**src/rtl/core/efm_pkg.sv**
```systemverilog
`timescale 1ns / 1ps
`default_nettype none
// ----------------------------------------------------------------------------
// efm_pkg
// shared widths and stage payload types for the extended float multiply
// ----------------------------------------------------------------------------
package efm_pkg;
    localparam int unsigned MANT_W = 64;
    localparam int unsigned EXP_W  = 16;
    localparam int unsigned HALF_W = 32;
    localparam int unsigned ESUM_W = 18;
    localparam int unsigned LZ_W   = 7;

    typedef struct packed {
        logic              sign;
        logic [EXP_W-1:0]  exp;
        logic [MANT_W-1:0] mant;
        logic              overflow;
        logic              underflow;
    } t_result;

    typedef struct packed {
        logic                     sign;
        logic signed [ESUM_W-1:0] esum;
        logic                     ovf;
        logic                     unf;
    } t_exp_info;
endpackage
`default_nettype wire

```
**src/rtl/core/efm_norm.sv**
```systemverilog
`timescale 1ns / 1ps
`default_nettype none
// ----------------------------------------------------------------------------
// efm_norm
// two-stage leading-zero count and normalizing shift with exponent fix
// ----------------------------------------------------------------------------
module efm_norm #(
    parameter int EXP_MAX = 16383,
    parameter int EXP_MIN = -16382
) (
    input  wire logic                i_clk,
    input  wire logic                i_en,
    input  wire logic [63:0]         i_mant,
    input  wire efm_pkg::t_exp_info  i_info,
    output efm_pkg::t_result         o_res
);
    logic [63:0]             r_mant;
    efm_pkg::t_exp_info      r_info;
    logic [6:0]              r_lz;
    logic [5:0]              n_lz;
    logic                    n_zero;
    efm_pkg::t_result        r_res, n_res;
    logic signed [17:0]      n_e;

    // priority encoder for the top set bit
    always_comb begin
        n_lz = 6'd0;
        for (int i = 0; i < 64; i++) begin
            if (i_mant[i]) n_lz = 6'(63 - i);
        end
        n_zero = (i_mant == 64'd0);
    end

    always_ff @(posedge i_clk) begin
        if (i_en) begin
            r_mant <= i_mant;
            r_info <= i_info;
            r_lz   <= {n_zero, n_lz};
        end
    end

    always_comb begin
        n_e = r_info.esum - 18'(r_lz[5:0]);
        n_res.sign      = r_info.sign;
        n_res.overflow  = r_info.ovf;
        n_res.underflow = r_info.unf;
        priority if (r_info.ovf) begin
            n_res.exp  = 16'(EXP_MAX);
            n_res.mant = 64'd0;
        end else if (r_info.unf) begin
            n_res.exp  = 16'(EXP_MIN);
            n_res.mant = 64'd0;
        end else if (r_lz[6]) begin
            n_res.exp  = 16'd0;
            n_res.mant = 64'd0;
        end else begin
            n_res.exp  = n_e[15:0];
            n_res.mant = r_mant << r_lz[5:0];
        end
    end

    always_ff @(posedge i_clk) begin
        if (i_en) r_res <= n_res;
    end

    assign o_res = r_res;
endmodule
`default_nettype wire

```
**config.mk**
```make
export PLATFORM = sky130hd
export DESIGN_NAME = efm_norm
export DESIGN_NICKNAME = d
export VERILOG_FILES = /design/src/rtl/core/efm_pkg.sv /design/src/rtl/core/efm_norm.sv
export SDC_FILE = /design/constraint.sdc
export NUM_CORES = 1
export LEC_CHECK = 0
export BUFFER_PORTS_ARGS = -buffer_cell sky130_fd_sc_hd__clkbuf_2
export CAP_MARGIN = 25
export CORE_ASPECT_RATIO = 1.1
export CORE_UTILIZATION = 60
export CTS_CLUSTER_SIZE = 14
export DETAILED_ROUTE_END_ITERATION = 7
export PLACE_DENSITY = 0.84
export SLEW_MARGIN = 30
export SYNTH_ARGS = -nofsm -noshare
export SYNTH_HDL_FRONTEND = slang
export SYNTH_SLANG_ARGS = --single-unit
```
**constraint.sdc**
```tcl
create_clock -name i_clk -period 8.75 [get_ports i_clk]
set_clock_uncertainty 0.05 [all_clocks]
set_input_delay 0.4375 -clock i_clk [delete_from_list [all_inputs] [get_ports i_clk]]
set_output_delay 0.4375 -clock i_clk [all_outputs]
set_load 0.02 [all_outputs]
```
# Yosys cells after proc, flatten, opt, wreduce, memory -nomap -nowiden
# Index checks and enable logic that the tools add are counted.
# totals
regBits,173
elab_cells,93
output_inout_bits,83
# classes
n_shift,1
add_sub_neg,1
n_reduce_logical,8
mux,65
# op_table
cell,count
6-bit 2-to-1 mux,32
80-bit 2-to-1 mux,2
5-bit 2-to-1 mux,16
64-bit zero test,1
64-bit by 6-bit << shifter with 64-bit output,1
4-bit 2-to-1 mux,8
32-bit OR reduction,1
16-bit OR reduction,1
16-bit by 6-bit subtractor with 16-bit output,1
3-bit 2-to-1 mux,4
8-bit OR reduction,1
2-bit 2-to-1 mux,2
2-bit OR reduction,2
4-bit OR reduction,1
3-bit OR reduction,1
1-bit 2-to-1 mux,1

# Longest topological paths before layout
# Gate-level depths: netlist of run 1.
# logic_depth
ltp_word,63
depth_mapped,10

# Worst setup path before layout of run 1
# OpenSTA, ideal clock, no wires.
# synth_path
path_type,flip-flop to flip-flop
startpoint,register r_lz[1]
endpoint,register r_res (netlist bit o_res[79]) (data pin)
slack_ps,5704
period_less_slack_ps,3046
n_path_buf,2
required_time_ps,8565
arrival_time_ps,2860
setup_time_ps,135
stages_incl_launch_ff,11
cell_sequence,edfxtp_1 buf_2 clkinv_1 buf_1 ha_1 nor2b_1 o21a_1 o21ai_0 a21oi_1 or4_2 nand3_1
# synth_between
elab_chain_len,3
# synth_rtl
item,line_no,text
from (decl),efm_norm.sv:19,logic [6:0] r_lz;
from (signal assigned),efm_norm.sv:38,"r_lz <= {n_zero, n_lz};"
16-bit by 6-bit subtractor with 16-bit output,efm_norm.sv:43,n_e = r_info.esum - 18'(r_lz[5:0]);
80-bit 2-to-1 mux,efm_norm.sv:53,end else if (r_lz[6]) begin
80-bit 2-to-1 mux,efm_norm.sv:50,end else if (r_info.unf) begin
to (signal assigned),efm_norm.sv:63,if (i_en) r_res <= n_res;
to (decl),efm_norm.sv:22,"efm_pkg::t_result r_res, n_res;"
# No other way between the ends.
# A chain may end at the register's enable or synchronous reset.

# Final worst setup path of run 1
# Ends and elaborated chain as after synthesis.

==> results.sh, run 1 <==
export IMPL_clock_sinks=173
export IMPL_grt_usage_pct=29.1
export IMPL_ys_flop_type="edfxtp_1"
export IMPL_hold_depth=1
export IMPL_gp_congestion=0.945
export IMPL_diodes=0
export IMPL_initial_core_util_pct=61.8
export IMPL_coreArea_um2=16400
export IMPL_wirelength_um=24700
export IMPL_area_growth_pct=15.2
export IMPL_max_vdd_ir_drop_mv=0.144
export IMPL_p_sw_share_pct=27.7
export IMPL_ys_ff_latch=173
export IMPL_postRouteAntennaNets=0
export IMPL_crit_required_ns=8.98
export IMPL_drc_errors=0
export IMPL_n_fill_cell=1199
export IMPL_layout_drive_gt1_share_pct=27.8
export IMPL_cts_tree="done"
export IMPL_dp_hpwl_um=18300
export IMPL_synthesis_area_um2=10200
export IMPL_wl_per_cell_um=20.2
export IMPL_ys_seq_area_share_pct=51.2
export IMPL_ys_top_cells_by_count="edfxtp_1, nand2_1, o21ai_0"
export IMPL_grt_max_degree=90
export IMPL_grt_overflow=0
export IMPL_cp_max_fo=55
export IMPL_grt_setup_unrepaired="no"
export IMPL_drtPass1Iterations=5
export IMPL_vias=7967
export IMPL_grt_pass1_wl_um=39000
export IMPL_die_w_um=126
export IMPL_ys_warn_count=0
export IMPL_cts_setup_buffers=0
export IMPL_synth_top_area_share_pct=51.2
export IMPL_timing_fmax_mhz=241
export IMPL_synth_compound_area_share_pct=12.8
export IMPL_status="finished, final reports clean"
export IMPL_hold_viol_final=0
export IMPL_drt_iter0_markers=875
export IMPL_worstSetupPathType="reg -> reg"
export IMPL_r2r_cells=9
export IMPL_setup_viol=0
export IMPL_hold_buffers=0
export IMPL_min_period_over_period_pct=47.4
export IMPL_synth_xor_area_share_pct=0.690
export IMPL_synth_area_leader_cell="edfxtp_1"
export IMPL_ys_async_sr_fraction_pct=0
export IMPL_finalMaxSlewViolations=0
export IMPL_syn_num_nets=955
export IMPL_die_area_um2=17500
export IMPL_rows=49
export IMPL_slew_headroom_pct=41.4
export IMPL_cts_resized=0
export IMPL_p_per_area_nw_per_um2=190
export IMPL_switching_power_uw=617
export IMPL_p_seq_share_pct=45.5
export IMPL_crit_path_end_kind="flip-flop"
export IMPL_yosysMostFrequentCell="edfxtp_1"
export IMPL_pin_count=170
export IMPL_clock_path_buffers=2
export IMPL_synthCells=861
export IMPL_min_path_type="in -> reg"
export IMPL_intPower_uw=1610
export IMPL_synth_distinct_cells=61
export IMPL_chipHeight_um=138
export IMPL_cts_made_buffers=17
export IMPL_avgSynthCellArea_um2=11.8
export IMPL_grt_pass1_vias=7411
export IMPL_synth_edff_count=173
export IMPL_synth_area_leaders="edfxtp_1, mux4_2, mux2i_1, nand2_1, o21ai_0"
export IMPL_critPathLaunchType="flip-flop"
export IMPL_place_area_um2=11100
export IMPL_pwr_share_clk_pct=33.6
export IMPL_synth_area_mux_share_pct=18.6
export IMPL_min_period_ns=4.14
export IMPL_crit_arrival_ns=4.38
export IMPL_antenna_found_initial=0
export IMPL_synth_top_family_by_area="multiplexers"
export IMPL_yosys_area_share_adder_pct=0.936
export IMPL_final_nets=1102
export IMPL_worst_slew_pin_slew_ns=0.878
export IMPL_htree_levels=4
export IMPL_clkTransAtPathRegs_ns=0.06
export IMPL_combPwrFrac_pct=20.9
export IMPL_setup_tns_ns=0
export IMPL_maxCapViolations=0
export IMPL_viasPerCell=6.51
export IMPL_port_buffer_count=167
export IMPL_cts_root_buf="clkbuf_16"
export IMPL_clock_latency_ns=0.44
export IMPL_fin_area_um2=11700
export IMPL_p_leak_uw=0.00455
export IMPL_synthSimpleGateAreaFrac_pct=13.0
==> logic make-up (layout without fill, tap and decap cells) <==
logic type | count (synthesis) | count (layout)
AND/OR/NAND/NOR | 289 | 289
AO/OA/AOI/OAI | 195 | 195
flip-flops | 173 | 173
multiplexers | 120 | 120
buffers and inverters | 69 | 228
XOR/XNOR | 8 | 8
adder cells (fa/ha/maj) | 7 | 7
==> worst paths after layout <==
| check | from | to | slack [ns] |
|---|---|---|---|
| max | r_lz[1] | o_res[79] | 4.61 |
| min | i_info[20] | n_res[82] | 0.14 |
| max reg2reg | r_lz[1] | o_res[79] | 4.61 |
| min reg2reg | n_res[82] | o_res[82] | 0.38 |
==> through the flow <==
stage               utilization, %  worst slack (ns)  std cells  hold WS (ns)  total power, uW
CTS                           71.2              4.57       1224         0.120             2220
detailed placement            67.6              4.64       1193         0.357             1480
global route                  71.2              4.26       1224         0.121             2300
global placement              67.6              4.86       1193         0.350             1470
floorplan                        -              5.70        861         0.350             1330
finish                        71.2              4.61       1224         0.137             2230
==> flip-flops by register name (all words and copies together), names as in the netlist <==
signal  count
r_lz        7
r_info     16
r_mant     64
n_res       3
o_res      83
==> cell type report <==
cell class	instances	area (um^2)	area share, %
inverters	22	82.6	0.706
flip-flops and latches	173	5190	44.4
well taps	204	255	2.18
repair buffers	175	910	7.77
clock inverters	11	145	1.24
clock buffers	20	437	3.73
multi-input cells	619	4680	40.0
==> critical path: stages, from the launching register on <==
cell and delay [ns]:
edfxtp_1 0.35, buf_4 0.52, clkinv_1 0.73, ha_1 0.52
nor2b_1 0.13, o21a_1 0.17, o21ai_0 0.41, a21oi_1 0.31
or4_2 0.67, nand3_1 0.11
==> layout by cell type (no fill, tap or decap), types with 5 or more instances in the layout <==
cell type / instances
and2_1: 5
nand2_1: 126
a22o_1: 7
a221oi_1: 5
mux2_2: 16
edfxtp_1: 173
ha_1: 6
xnor2_1: 5
nor3_1: 22
nor4_1: 18
o221ai_1: 5
nor2_1: 63
clkbuf_16: 17
inv_1: 20
nor2b_1: 11
a31oi_1: 5
o22a_1: 30
o21ai_0: 73
a21oi_1: 22
a211oi_1: 6
buf_4: 6
mux4_2: 53
nand3_1: 15
clkbuf_2: 166
mux2i_1: 51
==> power groups by stage <==
stage | clock, uW | sequential, uW | combinational [uW]
after floorplan | 0 | 1040 | 290
after global placement | 0 | 1020 | 445
after detailed placement | 0 | 1030 | 455
after CTS | 751 | 1010 | 459
after global routing | 783 | 1020 | 501
final | 748 | 1010 | 466
==> layer usage <==
metal	part of all wire [%]	GRT usage, %	up-vias	wire length, um
met3	7.1	5.07	50	1760
met5	0	0	-	0
li1	-	-	3666	-
met2	48	46.6	426	11800
met1	42	40.3	3825	10500
met4	2.6	10.7	0	640
No activity file was read; power rests on OpenSTA's default activity.
==> run 2, diff against run 1 <==
Settings changed: CORE_UTILIZATION 60 to 52, PLACE_DENSITY 0.84 to 0.78.
Clock period 8.75 ns to 3.6 ns, I/O delays scaled along.
==> run 2 against run 1 <==
Total power increased by 140%. Via count is 4.5% higher. Highest routed layer unchanged. Clock-buffer cell count fell by 3. Utilization is 5.1 points lower. Worst hold slack better by 0.019 ns. Critical path depth down 1. Critical endpoint unchanged. Die area rose by 15%. Routed wire length rose by 7.6%.
==> results.sh, run 2 (synthesis results as in run 1) <==
export IMPL_hold_depth=1
export IMPL_min_from="i_en"
export IMPL_final_nets=1193
export IMPL_htree_levels=4
export IMPL_antenna_found_initial=0
export IMPL_initial_core_util_pct=53.2
export IMPL_wl_per_cell_um=19.5
export IMPL_cts_setup_buffers=0
export IMPL_combPwrFrac_pct=22.6
export IMPL_layout_common_cells="edfxtp_1, clkbuf_2, nand2_1"
export IMPL_clock_latency_ns=0.44
export IMPL_cts_resized=0
export IMPL_hold_viol_final=0
export IMPL_crit_required_ns=3.85
export IMPL_min_period_ns=3.05
export IMPL_drtPass1Iterations=6
export IMPL_p_sw_share_pct=29.4
export IMPL_layout_commonest_cell="edfxtp_1"
export IMPL_dp_hpwl_um=19300
export IMPL_worstSetupPathType="reg -> reg"
export IMPL_layout_drive_gt1_share_pct=26.6
export IMPL_instances_no_fill=1359
export IMPL_area_growth_pct=24.4
export IMPL_p_seq_share_pct=45.9
export IMPL_path_buf_inv=1
export IMPL_clkTransAtPathRegs_ns=0.07
export IMPL_critPathLaunchType="flip-flop"
export IMPL_largest_reg_flops=83
export IMPL_rows=53
export IMPL_die_area_um2=20100
export IMPL_setup_viol=0
export IMPL_crit_slowest_cell="edfxtp_1"
export IMPL_r2r_cells=8
export IMPL_die_w_um=135
export IMPL_hold_buffers=83
export IMPL_intPower_uw=3790
export IMPL_finalHoldWorstSlack_ns=0.156
export IMPL_grt_pass1_wl_um=41600
export IMPL_path_cells="clkinv_1 -> ha_1 -> nor2b_1 -> o21a_1 -> o21ai_0 -> a21oi_1 -> or4_2 -> nand3_1"
export IMPL_pin_count=170
export IMPL_pwr_share_clk_pct=31.5
export IMPL_maxCapViolations=0
export IMPL_cp_top_family="simple AND/OR/NAND/NOR gates"
export IMPL_vias=8322
export IMPL_p_leak_uw=0.00493
export IMPL_drc_errors=0
export IMPL_postRouteAntennaNets=0
export IMPL_clock_path_buffers=2
export IMPL_coreArea_um2=19100
export IMPL_slew_headroom_pct=46.8
export IMPL_min_path_type="in -> reg"
export IMPL_grt_usage_pct=27.2
export IMPL_cts_root_buf="clkbuf_16"
export IMPL_crit_path_end_kind="flip-flop"
export IMPL_port_buffer_count=167
export IMPL_gp_congestion=0.917
export IMPL_status="finished, final reports clean"
export IMPL_dp_cells=1244
export IMPL_cts_made_buffers=17
export IMPL_crit_arrival_ns=3.30
export IMPL_diodes=0
export IMPL_worst_slew_pin_slew_ns=0.790
export IMPL_cts_tree="done"
export IMPL_grt_max_degree=85
export IMPL_critPathMaxStageDelay_ns=0.65
export IMPL_r2r_start="r_lz[1]"
export IMPL_chipHeight_um=149
export IMPL_clock_sinks=173
export IMPL_setup_tns_ns=0
export IMPL_grt_pass1_vias=7913
export IMPL_ff2ff_setup_slack_ns=0.55
export IMPL_timing_fmax_mhz=328
export IMPL_max_vdd_ir_drop_mv=0.363
export IMPL_finalMaxSlewViolations=0
export IMPL_switching_power_uw=1580
export IMPL_cp_max_fo=11
export IMPL_wirelength_um=26600
export IMPL_regToRegEndpoint="o_res[79]"
export IMPL_min_to="o_res[15]"
export IMPL_grt_overflow=0
export IMPL_min_period_over_period_pct=84.8
export IMPL_drt_iter0_markers=938
export IMPL_viasPerCell=6.12
export IMPL_grt_setup_unrepaired="no"
export IMPL_p_per_area_nw_per_um2=425
[run 2: per-layer routing]
metal	part of all wire (%)	routed length, um	track usage, %	vias to the layer above
li1	-	-	-	3857
met1	42	11200	36.6	3992
met2	49	13000	45.2	420
met3	6.5	1730	3.78	53
met4	2.3	609	9.72	0
met5	0	0	0	-
[run 2: final cells by class]
cell class | count | area [um^2]
inverters | 22 | 82.6
clock inverters | 15 | 114
clock buffers | 17 | 425
repair buffers | 266 | 1830
well taps | 247 | 309
flip-flops and latches | 173 | 5190
multi-input cells | 619 | 4680
fillers | 1462 | 6460
[run 2: power by group through the flow]
stage	logic (uW)	registers [uW]	clock network, uW
global placement	1100	2490	0
detailed placement	1120	2500	0
finish	1210	2460	1690
floorplan	705	2530	0
CTS	1190	2460	1710
global route	1310	2480	1780
[run 2: worst max path at each step]
stage / from / cells past startpoint / end
floorplan: r_lz[1] / 10 / o_res[79]
global placement: r_lz[5] / 8 / o_res[81]
detailed placement: r_lz[5] / 8 / o_res[81]
CTS: r_lz[1] / 8 / o_res[79]
global route: r_lz[1] / 8 / o_res[79]
finish: r_lz[1] / 8 / o_res[79]
[run 2: stage by stage]
stage               power (uW)  util, %  setup slack (ns)  area [um^2]
floorplan                 3230        -             0.554        10200
global placement          3590     59.0             0.677        11300
detailed placement        3620     59.0             0.589        11300
CTS                       5360     66.1             0.572        12600
global route              5560     66.2             0.350        12600
finish                    5370     66.2             0.549        12600
